<file path="src/rtl/sws_pkg.sv">
`timescale 1ns / 1ps
// Shared types and codes for the sliding-window sender.
package sws_pkg;

  localparam int CMD_BITS = 2;
  localparam logic [CMD_BITS-1:0] CMD_SUBMIT  = 2'd0;
  localparam logic [CMD_BITS-1:0] CMD_ACK     = 2'd1;
  localparam logic [CMD_BITS-1:0] CMD_TIMEOUT = 2'd2;

  localparam int ACT_BITS = 2;
  localparam logic [ACT_BITS-1:0] ACT_NONE   = 2'd0;
  localparam logic [ACT_BITS-1:0] ACT_SEND   = 2'd1;
  localparam logic [ACT_BITS-1:0] ACT_RESEND = 2'd2;
  localparam logic [ACT_BITS-1:0] ACT_IGNORE = 2'd3;

  localparam int TMR_BITS = 2;
  localparam logic [TMR_BITS-1:0] TMR_NONE  = 2'd0;

  localparam int CFG_INDEX_BITS = 8;
  localparam int CFG_DATA_BITS  = 16;
  localparam logic [CFG_INDEX_BITS-1:0] REG_MARKER       = 8'd0;
  localparam logic [CFG_INDEX_BITS-1:0] REG_WINDOW_LIMIT = 8'd1;

  localparam int MAGIC_BITS = 16;
  localparam int LIMIT_BITS = 5;
  localparam logic [MAGIC_BITS-1:0] MAGIC_RESET = 16'd729;
  localparam logic [LIMIT_BITS-1:0] LIMIT_RESET = 5'd10;

  // ACK bytes, byte 0 in the lowest bits
  typedef struct packed {
    logic [7:0]            b6;
    logic [7:0]            seq;
    logic [7:0]            b4;
    logic [7:0]            b3;
    logic [7:0]            b2;
    logic [MAGIC_BITS-1:0] marker;
  } ack_frame_t;

  localparam int ACK_BITS = $bits(ack_frame_t);

  typedef struct packed {
    logic [ACT_BITS-1:0] action;
    logic                overflow;
    logic [TMR_BITS-1:0] timer_cmd;
    logic                last;
  } res_ctl_t;

endpackage

</file>
<file path="src/rtl/sws_ack_chk.sv">
`timescale 1ns / 1ps
// ACK validation and offset of the acked sequence from the oldest in flight.
module sws_ack_chk #(
  parameter int SEQ_BITS = 7
) (
  input  sws_pkg::ack_frame_t             ack,
  input  logic [sws_pkg::MAGIC_BITS-1:0]  magic,
  input  logic [SEQ_BITS-1:0]             oldest,
  output logic                            hit,
  output logic [SEQ_BITS-1:0]             dpos
);

  assign hit = (ack.marker == magic) && (ack.b2 == ack.b3) && (ack.b3 == ack.b4) &&
               (ack.b4 == ack.seq) && (ack.seq == ack.b6);

  assign dpos = SEQ_BITS'(ack.seq) - oldest;

endmodule

</file>
<file path="src/rtl/sws_ctrl.sv">
`timescale 1ns / 1ps
// Window sequencer: counters, timer flag and the writes and reads of the ring.
module sws_ctrl #(
  parameter int WINDOW_MAX  = 16,
  parameter int RING_DEPTH  = 1024,
  parameter int SEQ_BITS    = 7,
  parameter int HANDLE_BITS = 16,
  localparam int AW = $clog2(RING_DEPTH)
) (
  input  logic                                clk,
  input  logic                                rst,
  input  logic                                item_valid,
  output logic                                item_ready,
  input  logic [sws_pkg::CMD_BITS-1:0]        item_cmd,
  input  logic [HANDLE_BITS-1:0]              item_handle,
  input  sws_pkg::ack_frame_t                 item_ack,
  input  logic [sws_pkg::MAGIC_BITS-1:0]      marker_ref,
  input  logic [sws_pkg::LIMIT_BITS-1:0]      window_limit,
  output logic                                ring_wr_en,
  output logic [AW-1:0]                       ring_wr_addr,
  output logic [HANDLE_BITS-1:0]              ring_wr_data,
  output logic                                ring_rd_en,
  output logic [AW-1:0]                       ring_rd_addr,
  input  logic [HANDLE_BITS-1:0]              ring_rd_data,
  output logic                                res_valid,
  input  logic                                res_ready,
  output sws_pkg::res_ctl_t                   res_ctl,
  output logic [HANDLE_BITS-1:0]              res_handle,
  output logic [SEQ_BITS-1:0]                 res_seq
);

  localparam int WW  = $clog2(RING_DEPTH + 1);
  localparam int IFW = $clog2(WINDOW_MAX + 1);
  localparam logic [AW:0] DEPTH_W = (AW+1)'(RING_DEPTH);
  localparam logic [SEQ_BITS-1:0] SEQ_MASK = '1;

  localparam logic [1:0] ST_IDLE = 2'd0;
  localparam logic [1:0] ST_EXEC = 2'd1;
  localparam logic [1:0] ST_FILL = 2'd2;
  localparam logic [1:0] ST_OUT  = 2'd3;

  logic [1:0]                       state;
  logic [sws_pkg::CMD_BITS-1:0]     cmd_q;
  logic [HANDLE_BITS-1:0]           handle_q;
  sws_pkg::ack_frame_t              ack_q;
  logic [AW-1:0]                    head;
  logic [IFW-1:0]                   inflight;
  logic [WW-1:0]                    waiting;
  logic [SEQ_BITS-1:0]              oldest;
  logic                             timer_running;
  logic                             stop_q;
  logic                             start_q;
  logic                             out_mem;
  logic [sws_pkg::ACT_BITS-1:0]     res_act_q;
  logic                             res_ovf_q;
  logic                             res_last_q;
  logic [SEQ_BITS-1:0]              res_seq_q;

  logic [IFW-1:0]                   lim;
  logic                             ack_hit;
  logic [SEQ_BITS-1:0]              dpos;
  logic                             ack_take;
  logic                             full;
  logic                             fill_go;
  logic                             fill_last;

  function automatic logic [AW-1:0] wrap(input logic [AW:0] s);
    wrap = (s >= DEPTH_W) ? AW'(s - DEPTH_W) : AW'(s);
  endfunction

  sws_ack_chk #(.SEQ_BITS(SEQ_BITS)) u_ack_chk (
    .ack    (ack_q),
    .magic  (marker_ref),
    .oldest (oldest),
    .hit    (ack_hit),
    .dpos   (dpos)
  );

  always_comb begin
    if (window_limit == '0) begin
      lim = IFW'(1);
    end else if (int'(window_limit) > WINDOW_MAX) begin
      lim = IFW'(WINDOW_MAX);
    end else begin
      lim = IFW'(window_limit);
    end
  end

  assign ack_take  = ack_hit && (inflight != '0) && (int'(dpos) < int'(inflight));
  assign full      = ({1'b0, waiting} + (WW+1)'(inflight)) >= (WW+1)'(RING_DEPTH);
  assign fill_go   = (waiting != '0) && (inflight < lim);
  assign fill_last = (waiting == WW'(1)) || ((inflight + IFW'(1)) >= lim);

  assign item_ready = (state == ST_IDLE);

  assign ring_wr_en   = (state == ST_EXEC) && (cmd_q == sws_pkg::CMD_SUBMIT) && !full;
  assign ring_wr_addr = wrap({1'b0, head} + (AW+1)'(inflight) + (AW+1)'(waiting));
  assign ring_wr_data = handle_q;
  assign ring_rd_en   = ((state == ST_FILL) && fill_go) ||
                        ((state == ST_EXEC) && (cmd_q == sws_pkg::CMD_TIMEOUT) &&
                         (inflight != '0));
  assign ring_rd_addr = (state == ST_FILL) ? wrap({1'b0, head} + (AW+1)'(inflight)) : head;

  assign res_valid         = (state == ST_OUT);
  assign res_ctl.action    = res_act_q;
  assign res_ctl.overflow  = res_ovf_q;
  assign res_ctl.timer_cmd = res_last_q ? {stop_q, start_q} : sws_pkg::TMR_NONE;
  assign res_ctl.last      = res_last_q;
  assign res_handle        = out_mem ? ring_rd_data : '0;
  assign res_seq           = res_seq_q;

  always_ff @(posedge clk) begin
    if (rst) begin
      state         <= ST_IDLE;
      head          <= '0;
      inflight      <= '0;
      waiting       <= '0;
      oldest        <= '0;
      timer_running <= 1'b0;
      stop_q        <= 1'b0;
      start_q       <= 1'b0;
      out_mem       <= 1'b0;
    end else begin
      case (state)
        ST_IDLE: begin
          if (item_valid) begin
            state   <= ST_EXEC;
            stop_q  <= 1'b0;
            start_q <= 1'b0;
          end
        end
        ST_EXEC: begin
          out_mem <= 1'b0;
          state   <= ST_OUT;
          case (cmd_q)
            sws_pkg::CMD_SUBMIT: begin
              if (!full) begin
                waiting <= waiting + WW'(1);
                state   <= ST_FILL;
              end
            end
            sws_pkg::CMD_ACK: begin
              if (ack_take) begin
                if (dpos != SEQ_MASK) begin
                  stop_q        <= 1'b1;
                  timer_running <= 1'b0;
                end
                head     <= wrap({1'b0, head} + (AW+1)'(dpos) + (AW+1)'(1));
                oldest   <= oldest + dpos + SEQ_BITS'(1);
                inflight <= inflight - IFW'(dpos) - IFW'(1);
                state    <= ST_FILL;
              end
            end
            sws_pkg::CMD_TIMEOUT: begin
              if (inflight != '0) begin
                timer_running <= 1'b1;
                start_q       <= 1'b1;
                out_mem       <= 1'b1;
              end else begin
                timer_running <= 1'b0;
              end
            end
            default: begin
            end
          endcase
        end
        ST_FILL: begin
          state <= ST_OUT;
          if (fill_go) begin
            inflight <= inflight + IFW'(1);
            waiting  <= waiting - WW'(1);
            out_mem  <= 1'b1;
            if (!timer_running) begin
              timer_running <= 1'b1;
              start_q       <= 1'b1;
            end
          end else begin
            out_mem <= 1'b0;
            if ((inflight != '0) && !timer_running) begin
              timer_running <= 1'b1;
              start_q       <= 1'b1;
            end
          end
        end
        ST_OUT: begin
          if (res_ready) begin
            state <= res_last_q ? ST_IDLE : ST_FILL;
          end
        end
        default: begin
          state <= ST_IDLE;
        end
      endcase
    end
  end

  always_ff @(posedge clk) begin
    if ((state == ST_IDLE) && item_valid) begin
      cmd_q    <= item_cmd;
      handle_q <= item_handle;
      ack_q    <= item_ack;
    end
    if (state == ST_EXEC) begin
      res_act_q  <= sws_pkg::ACT_NONE;
      res_ovf_q  <= 1'b0;
      res_last_q <= 1'b1;
      res_seq_q  <= '0;
      case (cmd_q)
        sws_pkg::CMD_SUBMIT: begin
          res_ovf_q <= full;
        end
        sws_pkg::CMD_ACK: begin
          if (!ack_take) begin
            res_act_q <= sws_pkg::ACT_IGNORE;
          end
        end
        sws_pkg::CMD_TIMEOUT: begin
          if (inflight != '0) begin
            res_act_q <= sws_pkg::ACT_RESEND;
            res_seq_q <= oldest;
          end
        end
        default: begin
        end
      endcase
    end
    if (state == ST_FILL) begin
      res_ovf_q <= 1'b0;
      if (fill_go) begin
        res_act_q  <= sws_pkg::ACT_SEND;
        res_last_q <= fill_last;
        res_seq_q  <= oldest + SEQ_BITS'(inflight);
      end else begin
        res_act_q  <= sws_pkg::ACT_NONE;
        res_last_q <= 1'b1;
        res_seq_q  <= '0;
      end
    end
  end

endmodule

</file>
<file path="config.mk">
export PLATFORM = sky130hd
export DESIGN_NAME = sws_ctrl
export DESIGN_NICKNAME = d
export VERILOG_FILES = /design/src/rtl/sws_pkg.sv /design/src/rtl/sws_ack_chk.sv /design/src/rtl/sws_ctrl.sv
export SDC_FILE = /design/constraint.sdc
export NUM_CORES = 1
export LEC_CHECK = 0
export ABC_AREA = 1
export BUFFER_PORTS_ARGS = -buffer_cell sky130_fd_sc_hd__buf_2
export CAP_MARGIN = 0
export CORE_MARGIN = 4
export CORE_UTILIZATION = 50
export DETAILED_ROUTE_END_ITERATION = 10
export PLACE_DENSITY_LB_ADDON = 0.15
export SETUP_SLACK_MARGIN = 0.4
export SYNTH_ARGS = -nofsm -noshare
export SYNTH_HDL_FRONTEND = slang
export SYNTH_SLANG_ARGS = --single-unit
</file>
<file path="constraint.sdc">
create_clock -name clk -period 4.2 [get_ports clk]
set_clock_uncertainty 0.1 [all_clocks]
set_input_delay 0.84 -clock clk [delete_from_list [all_inputs] [get_ports clk]]
set_output_delay 0.84 -clock clk [all_outputs]
set_load 0.01 [all_outputs]
</file>
After elaboration in Yosys (flattened, before gate mapping):

Cells that the tools add are included.
Widths: inputs -> output; s select.

* flip-flop bits (word level): 124
* bits of input ports: 115
* output and inout bits: 69
* word-level logic and storage cells: 164

* add/sub/neg operators: 17
* order comparisons: 8
* equality and inequality tests: 27
* multiplexer cells: 58
* reductions and logical operators: 33

Operators with widths (count)
* $mux 10: 4
* $mux 7: 5
* $ge 11x11->1 const B: 3
* $mux 11: 3
* $eq 8x8->1: 4
* $sub 10x1->10 const B: 3
* $mux 5: 5
* $add 11x1->11 const B: 2
* $mux 1: 22
* $pmux 11 s2: 1
* $eq 16x16->1: 1
* $mux 16: 1
* $mux 2: 8
* $logic_and 1x1->1: 14
* $ne 2x2->1 const B: 7
* $add 11x5->12: 1
* $ge 12x11->1 const B: 1
* $ne 3x3->1 const B: 4
* $add 10x5->11: 1
* $add 10x7->11: 1
* $add 11x11->11: 1
* $eq 11x1->1 const B: 1
* $reduce_bool 11->1: 1
* $sub 11x1->11 const B: 1
* other kinds (33): 48

Depth between registers and ports, before layout:

Gate-level depths: netlist (run 1).

* depth in word-level cells: 11
* depth in mapped cells: 21

Cells and area by module:

A second synthesis (run 1) with hierarchy kept.

* cell total of the unflattened synthesis: 1079
* area total of the unflattened synthesis: 8758.4 µm²

Modules (own cells, without submodules)
* sws_ctrl: times used 1, cells an instance 884, area each 7728.7 µm², seq. area each 3323.2 µm²
* sws_ack_chk: times used 1, cells an instance 195, area each 1029.7 µm², seq. area each 0.0 µm²

Worst setup path after synthesis (run 1):

Ideal clock, no wire load.

* kind: register to output
* start: register inflight[1]
* end: output port ring_wr_addr[9]
* data arrival time: 2.855 ns
* required time: 3.260 ns
* path slack: 0.405 ns
* cell stages (with the launch flop): 14
* path buffers: 0
* path through: dfxtp_1 -> inv_1 -> fa_1 -> o21ai_0 -> a21oi_1 -> nor2_1 -> xor2_1 -> inv_1 -> ha_1 -> inv_1 -> nor3_1 -> nand3_1 -> o2111ai_1 -> xor2_1

* word-level cells in the longest chain between the ends: 4
* elaborated cells between the ends (all ways): 5
* classes of those cells: 3 x add/sub; 1 x order compare; 1 x mux

RTL lines
* start, declared: RTL line sws_ctrl.sv:47 `logic [IFW-1:0] inflight;`
* start signal, assigned: RTL line sws_ctrl.sv:150 `inflight <= inflight - IFW'(dpos) - IFW'(1);`
* start signal, assigned: RTL line sws_ctrl.sv:170 `inflight <= inflight + IFW'(1);`
* $add 10x5->11 (*): RTL line sws_ctrl.sv:97 `assign ring_wr_addr = wrap({1'b0, head} + (AW+1)'(inflight) + (AW+1)'(waiting));`
* $add 11x11->11 (*): RTL line sws_ctrl.sv:97
* $sub 10x1->10 or $ge 11x11->1 (tied branches): RTL line sws_ctrl.sv:68 `wrap = (s >= DEPTH_W) ? AW'(s - DEPTH_W) : AW'(s);`
* $mux 10 (*): RTL line sws_ctrl.sv:68
* end, declared: RTL line sws_ctrl.sv:20 `output logic [AW-1:0] ring_wr_addr,`

Every way passes the cells marked *; elsewhere a longest branch is shown, timed or not.

Worst setup path after layout (run 1):

* start: register head[0]
* end: output port ring_wr_addr[7]

* word-level cells in the longest chain between the ends: 4
* elaborated cells between the ends (all ways): 5
* classes of those cells: 3 x add/sub; 1 x order compare; 1 x mux

RTL lines
* start, declared: RTL line sws_ctrl.sv:46 `logic [AW-1:0] head;`
* start signal, assigned: RTL line sws_ctrl.sv:148 `head <= wrap({1'b0, head} + (AW+1)'(dpos) + (AW+1)'(1));`
* $add 10x5->11 (*): RTL line sws_ctrl.sv:97
* $add 11x11->11 (*): RTL line sws_ctrl.sv:97
* $sub 10x1->10 or $ge 11x11->1 (tied branches): RTL line sws_ctrl.sv:68
* $mux 10 (*): RTL line sws_ctrl.sv:68

Marked as above.

==> qor.csv, run 1 <==
stage,metric,value,unit
clock_tree,clockRootBuffer,clkbuf_16,
clock_tree,clk_pin_slew,0.06,ns
timing,setup-tns-final,0,ns
power_and_ir_drop,cellPowerDensity,505.2,mW/mm^2
critical_path,crit_fanout,4,
global_routing,grt.overflow.total,0,
cells_and_area,postLayoutCoreUtil,64.53,%
detailed_routing,vias,7537,
detailed_routing,drc,0,
critical_path,cp_data_required_time,3.26,ns
clock_tree,clockBufferDepth,2,
place,dpl.hpwl,15730,um
floorplan,start_util,50.94,%
timing,final_max_slew_viol_count,0,
timing,setup_ws,0.2045,ns
floorplan,die_w,137.7,um
synth,ys_ff_latch,124,
detailed_routing,wl_per_cell,14.72,um
critical_path,regToRegSetupSlack,0.62,ns
synth,synth_cell_types,46,
critical_path,crit_type,reg -> out,
global_routing,antenna_found_initial,0,
floorplan,io_pins,184,
place,port_buffers,183,
synth,ys.flop_type,edfxtp_1,
floorplan,dieArea,0.01897,mm^2
critical_path,path_delay_family,adder cells,
timing,clock.fmax,250.3,MHz
critical_path,r2r-end,stop_q$_SDFFE_PP0P_,
global_routing,grt_pass1_wl,33530,um
critical_path,startpoint_type,flop,
cells_and_area,nets,1450,
synth,ys_warn_count,0,
power_and_ir_drop,leakage,0.005186,uW
flow_run,cap_viol_max_count,0,
timing,whs,0.3577,ns
synth,synth_cells,1038,
synth,synth_common_cells,"246 x nand2_1, 154 x inv_1, 84 x edfxtp_1",
synth,synthesis.nets,1235,
critical_path,crit_chain,"ha_4, inv_4, fa_2, o21ai_2, xor2_1, inv_1, ha_4, nand2_2, o21ai_4, a21oi_2, nor2_1, nor2_1, nor2_1, nor2_1, xnor2_1, buf_2",
cells_and_area,drive_gt1_share,26.62,%
worst_hold_path,holdPathEnd,start_q$_SDFFE_PP0P_,
place,post-place-ws,0.3493,ns
outcome,status,completed,
synth,synth.area.top_cells,"edfxtp_1 30%, ha_1 11%, nand2_1 11%",
critical_path,cp.arrival,3.06,ns
clock_tree,cts_sinks,124,
timing,worst_slew_pin_slew,0.8279,ns
power_and_ir_drop,ir_drop,0.0003195,V
detailed_routing,via_per_inst,5.072,
synth,synth_area,0.008417,mm^2
detailed_routing,drt-total-wl,21870,um
worst_hold_path,whs_path_depth,2,
clock_tree,cts_tree,built,
cells_and_area,n_antenna_cell,0,
floorplan,core,0.01652,mm^2
synth,synth_seq_area_share,39.48,%
timing,finalSetupViolCount,0,
synth,synth_top_area_cell,edfxtp_1,
clock_tree,cts_made_buffers,17,
critical_path,cp_slowest_stage_delay,0.36,ns
floorplan,fp.dieH,137.7,um
synth,yosys.area.top_type_share,29.97,%
global_routing,grt_max_degree,39,
clock_tree,clk_latency,0.42,ns
synth,yosysMostFrequentCell,nand2_1,
worst_hold_path,hp-start,start_q$_SDFFE_PP0P_,
clock_tree,cts-hold-fix-buffers,0,
critical_path,cp-end-kind,output port,
place,gp_congestion,0.8916,
critical_path,cpMostUsedCell,nor2_1,
timing,max-slew-margin-rel,44.75,%
synth,syn_area_per_cell,8.109,um^2
critical_path,reg2reg_depth,19,
critical_path,reg2reg_from,ack_q[40]$_DFFE_PP_,
synth,async_flop_share,0,%
synth,synth_enable_flop_cells,84,
detailed_routing,dr.pass1.iters,5,
detailed_routing,drt_iter0_drc,423,
timing,rsz0062_at_grt,yes,
clock_tree,htree_levels,4,
cells_and_area,syn2layout_area_growth,26.70,%
detailed_routing,antenna_left,0,
timing,timing.final.crit_share,95.13,%
timing,hold_violations,0,
critical_path,cp.buffers_inverters,3,
critical_path,slowest_stage,fa_2,
timing,period_needed,3.995,ns
floorplan,core.rowCount,47,
global_routing,track_usage,22.26,%
global_routing,grt_pass1_vias,7034,
worst_hold_path,hold_path.class,reg -> reg,
cells in the final DEF, fill, tap and decap left out, types with 6 or more instances in the layout:
master	netlist	routed
nor3_1	14	11
inv_1	154	148
ha_4	0	9
clkbuf_16	0	17
o21ai_1	12	13
buf_2	5	183
nor2_1	76	73
ha_1	74	63
a21oi_2	10	16
xor2_1	45	43
o21ai_0	48	45
nand2_2	2	8
buf_4	5	33
a21o_1	6	6
nand4_1	17	17
a21oi_1	63	56
nand2_1	246	239
edfxtp_1	84	84
inv_2	5	9
dfxtp_1	40	33
xnor2_1	22	22
nand3_1	48	47
per-stage QoR:
step	cells	area, um^2	total power, uW
after floorplan	1038	8417	3205
after global placement	1426	9555	3795
after detailed placement	1426	9555	3826
after CTS	1473	10340	5319
after global routing	1486	10660	5778
final	1486	10660	5387
worst max path at each step:
stage,startpoint,end,cells after the start
detailed placement,head[0]$_SDFFE_PP0P_,ring_wr_addr[9],14
global route,head[0]$_SDFFE_PP0P_,ring_wr_addr[7],16
floorplan,inflight[1]$_SDFFE_PP0P_,ring_wr_addr[9],13
CTS,inflight[1]$_SDFFE_PP0P_,ring_wr_addr[8],15
global placement,head[0]$_SDFFE_PP0P_,ring_wr_addr[7],16
finish,head[0]$_SDFFE_PP0P_,ring_wr_addr[7],16
routing by layer:
metal	vias up	global-route usage, %	share of wire, %
met1	3426	27.32	42
met5	-	0	0
met2	256	39.29	51
met3	23	5.405	6.7
li1	3832	-	-
met4	0	5.598	1.1
power by group:
group	internal, uW	leakage, uW	switching (uW)	total, uW
Combinational	831	0.00379	1360	2190
Clock	825	0.000270	590	1420
Sequential	1590	0.00112	191	1780
Total	3250	0.00519	2140	5390
cell type report:
type | instances | area [um^2]
well taps | 220 | 275.3
clock inverters | 14 | 135.1
repair buffers | 220 | 1217
flip-flops and latches | 124 | 3337
clock buffers | 18 | 429.2
fillers | 1437 | 5861
multi-input cells | 730 | 4664
inverters | 160 | 605.6
sequential cells by signal, indices dropped and copies added, names as in the netlist:
register and flops:
ack_q 56, ring_wr_data 16, waiting 11, head 10
oldest 7, res_seq 7, inflight 5, cmd_q 2
res_act_q 2, state 2, out_mem 1, res_last_q 1
res_ovf_q 1, start_q 1, stop_q 1, timer_running 1
worst reg2reg max path: cells and delay by family (launching register included):
family / cells / cell delay (ns)
xor+xnor: 1 / 0.17
compound gates: 2 / 0.31
flops: 1 / 0.39
buf+inv: 3 / 0.25
simple gates: 10 / 1.51
fa+ha+maj: 3 / 0.79
cell families (layout without fill, tap and decap cells):
family                     Yosys count  in the layout  synth area share (%)
AOI/OAI and AO/OA                  160            160                 10.78
xor gates and xnor gates            67             67                 6.972
adders and majority gates           82             82                 12.90
buffers and inverters              187            412                 8.830
DFF                                124            124                 39.48
and+or+nand+nor                    418            421                 21.03
repair_timing:
item                       4_1_cts  5_1_grt
pin swaps                       20       28
cloned                           0        3
setup buffers                   15       10
resized for setup               27       44
setup endpoints to repair        5       25
(Power assumes the default switching activity.)
==> run 2: changes to the inputs <==
Settings changed: CTS_BUF_LIST set to sky130_fd_sc_hd__clkbuf_8 sky130_fd_sc_hd__clkbuf_16.
==> run 2 against run 1 <==
Compared with the run above:
- sequential power barely moved
- die area did not move
- clock power about the same
- fmax unchanged
- non-clock buffer count is the same
- hold slack unchanged
- first-iteration DRC count is the same
- critical endpoint unchanged
==> qor.csv, run 2 (synthesized netlist as in run 1, its figures left out) <==
stage,metric,value,unit,change
detailed_routing,wl_met3,1463,um,unchanged
power_and_ir_drop,cellPowerDensity,504.9,mW/mm^2,about the same
cells_and_area,largest_register_ffs,56,,unchanged
cells_and_area,layout_commonest_cell,nand2_1,,
cells_and_area,nFillCells,1437,,unchanged
power_and_ir_drop,internal-power,3247,uW,about the same
floorplan,start_util,50.94,%,unchanged
power_and_ir_drop,ir_drop,0.0003195,V,about the same
detailed_routing,drt-total-wl,21870,um,about the same
global_routing,grt.overflow.total,0,,unchanged
clock_tree,cts_made_buffers,17,,unchanged
critical_path,crit_type,reg -> out,,
timing,rsz0062_at_grt,yes,,
cells_and_area,drive_gt1_share,26.62,%,unchanged
detailed_routing,drc,0,,unchanged
worst_hold_path,hold_path.class,reg -> reg,,
detailed_routing,via_per_inst,5.072,,unchanged
clock_tree,htree_levels,4,,unchanged
timing,whs,0.3577,ns,unchanged
power_and_ir_drop,switching_share,39.69,%,about the same
clock_tree,clk_pin_slew,0.06,ns,about the same
global_routing,grt_max_degree,39,,unchanged
cells_and_area,mostFrequentLayoutCells,"239 x nand2_1, 183 x buf_2, 149 x inv_1, 84 x edfxtp_1, 73 x nor2_1",,
critical_path,cp-end-kind,output port,,
clock_tree,cts_sinks,124,,unchanged
critical_path,cp.arrival,3.06,ns,about the same
floorplan,dieArea,0.01897,mm^2,unchanged
cells_and_area,final_area,0.01066,mm^2,unchanged
power_and_ir_drop,pwr-share-clk,26.2,%,about the same
timing,setup-tns-final,0,ns,unchanged
floorplan,core.rowCount,47,,unchanged
critical_path,cp_data_required_time,3.26,ns,about the same
outcome,status,completed,,
timing,worst_slew_pin_slew,0.8279,ns,unchanged
detailed_routing,antenna_left,0,,unchanged
timing,hold_violations,0,,unchanged
timing,period_needed,3.995,ns,unchanged
cells_and_area,syn2layout_area_growth,26.70,%,unchanged
timing,clock.fmax,250.3,MHz,unchanged
place,dpl.hpwl,15730,um,unchanged
power_and_ir_drop,seqPwrFrac,33.1,%,about the same
detailed_routing,met2RoutedLength,11050,um,unchanged
power_and_ir_drop,comb_power_share,40.6,%,about the same
clock_tree,clk_latency,0.42,ns,about the same
clock_tree,cts_tree,built,,
timing,finalSetupViolCount,0,,unchanged
power_and_ir_drop,switchingPower,2137,uW,about the same
clock_tree,clockRootBuffer,clkbuf_16,,
floorplan,die_w,137.7,um,unchanged
place,gp_congestion,0.8916,,unchanged
detailed_routing,highest_layer,met4,,
clock_tree,clockBufferDepth,2,,unchanged
place,place_inst,1426,,unchanged
detailed_routing,wl_met1,9104,um,unchanged
detailed_routing,dr.pass1.iters,5,,unchanged
global_routing,track_usage,22.26,%,unchanged
detailed_routing,vias,7537,,unchanged
floorplan,fp.dieH,137.7,um,unchanged
floorplan,io_pins,184,,unchanged
place,port_buffers,183,,unchanged
timing,final_max_slew_viol_count,0,,unchanged
timing,max-slew-margin-rel,44.75,%,unchanged
global_routing,antenna_found_initial,0,,unchanged
power_and_ir_drop,leakage,0.005190,uW,about the same
flow_run,cap_viol_max_count,0,,unchanged
cells_and_area,postLayoutCoreUtil,64.53,%,unchanged
cells_and_area,n_antenna_cell,0,,unchanged
global_routing,grt_pass1_wl,33530,um,unchanged
critical_path,crit_fanout,4,,unchanged
cells_and_area,nets,1450,,unchanged
cells_and_area,regMostFlops,ack_q,,
critical_path,startpoint_type,flop,,
floorplan,core,0.01652,mm^2,unchanged
global_routing,grt_pass1_vias,7034,,unchanged
detailed_routing,drt_iter0_drc,423,,unchanged
cells_and_area,fin_cells,1486,,unchanged
timing,timing.final.crit_share,95.13,%,unchanged
place,dpl_cell_area,0.009555,mm^2,unchanged
detailed_routing,wl_per_cell,14.71,um,about the same
run 2: cell types whose count changed in the layout (fill, tap and decap cells not counted), sizes merged:
| cell | previous run | this run |
|---|---|---|
| clkbuf | 18 | 17 |
| inv | 165 | 166 |
run 2: critical path, cell delays in order, from the launching register on:
cell,delay [ns]
dfxtp_2,0.35
ha_4,0.15
inv_4,0.03
fa_2,0.36
o21ai_2,0.20
xor2_1,0.18
inv_1,0.10
ha_4,0.31
nand2_2,0.11
o21ai_4,0.18
a21oi_2,0.07
nor2_1,0.10
nor2_1,0.04
nor2_1,0.09
nor2_1,0.06
xnor2_1,0.14
buf_2,0.14
run 2: area by class of cell:
class,instances,area (um^2),share of cell area (%)
multi-input cells,730,4664,43.74
well taps,220,275.3,2.581
repair buffers,220,1217,11.42
flip-flops and latches,124,3337,31.29
clock buffers,17,425.4,3.989
clock inverters,15,138.9,1.302
inverters,160,605.6,5.679
run 2: worst paths after layout:
check / from / to / slack (ns) / depth (start not counted)
worst max register to register: ack_q[40]$_DFFE_PP_ / stop_q$_SDFFE_PP0P_ / 0.62 / 19
worst min-delay path: start_q$_SDFFE_PP0P_ / start_q$_SDFFE_PP0P_ / 0.36 / 2
worst max-delay path: head[0]$_SDFFE_PP0P_ / ring_wr_addr[7] / 0.20 / 16
worst min register to register: start_q$_SDFFE_PP0P_ / start_q$_SDFFE_PP0P_ / 0.36 / 2
run 2: stage by stage:
step	worst slack, ns	total power (uW)
after floorplan	0.4045	3205
after global placement	0.4124	3795
after detailed placement	0.3493	3826
after CTS	0.2221	5317
after global routing	0.01906	5775
final	0.2045	5384
run 2: power groups by stage:
stage | Sequential (uW) | Combinational [uW] | Clock, uW
after floorplan | 1790 | 1420 | 0
after global placement | 1790 | 2000 | 0
after detailed placement | 1800 | 2030 | 0
after CTS | 1780 | 2100 | 1440
after global routing | 1810 | 2470 | 1490
final | 1780 | 2190 | 1410
run 2: what timing repair did:
action                     in CTS  in global routing
buffers inserted               15                 10
pin swaps                      20                 28
setup endpoints to repair       5                 25
hold buffers                    0                  0
gates cloned                    0                  3
gates resized for setup        27                 44
run 2: per-layer routing:
layer / track usage, % / vias up
met5: 0 / -
met4: 5.598 / 0
met3: 5.405 / 23
met2: 39.29 / 256
met1: 27.32 / 3426
li1: - / 3832
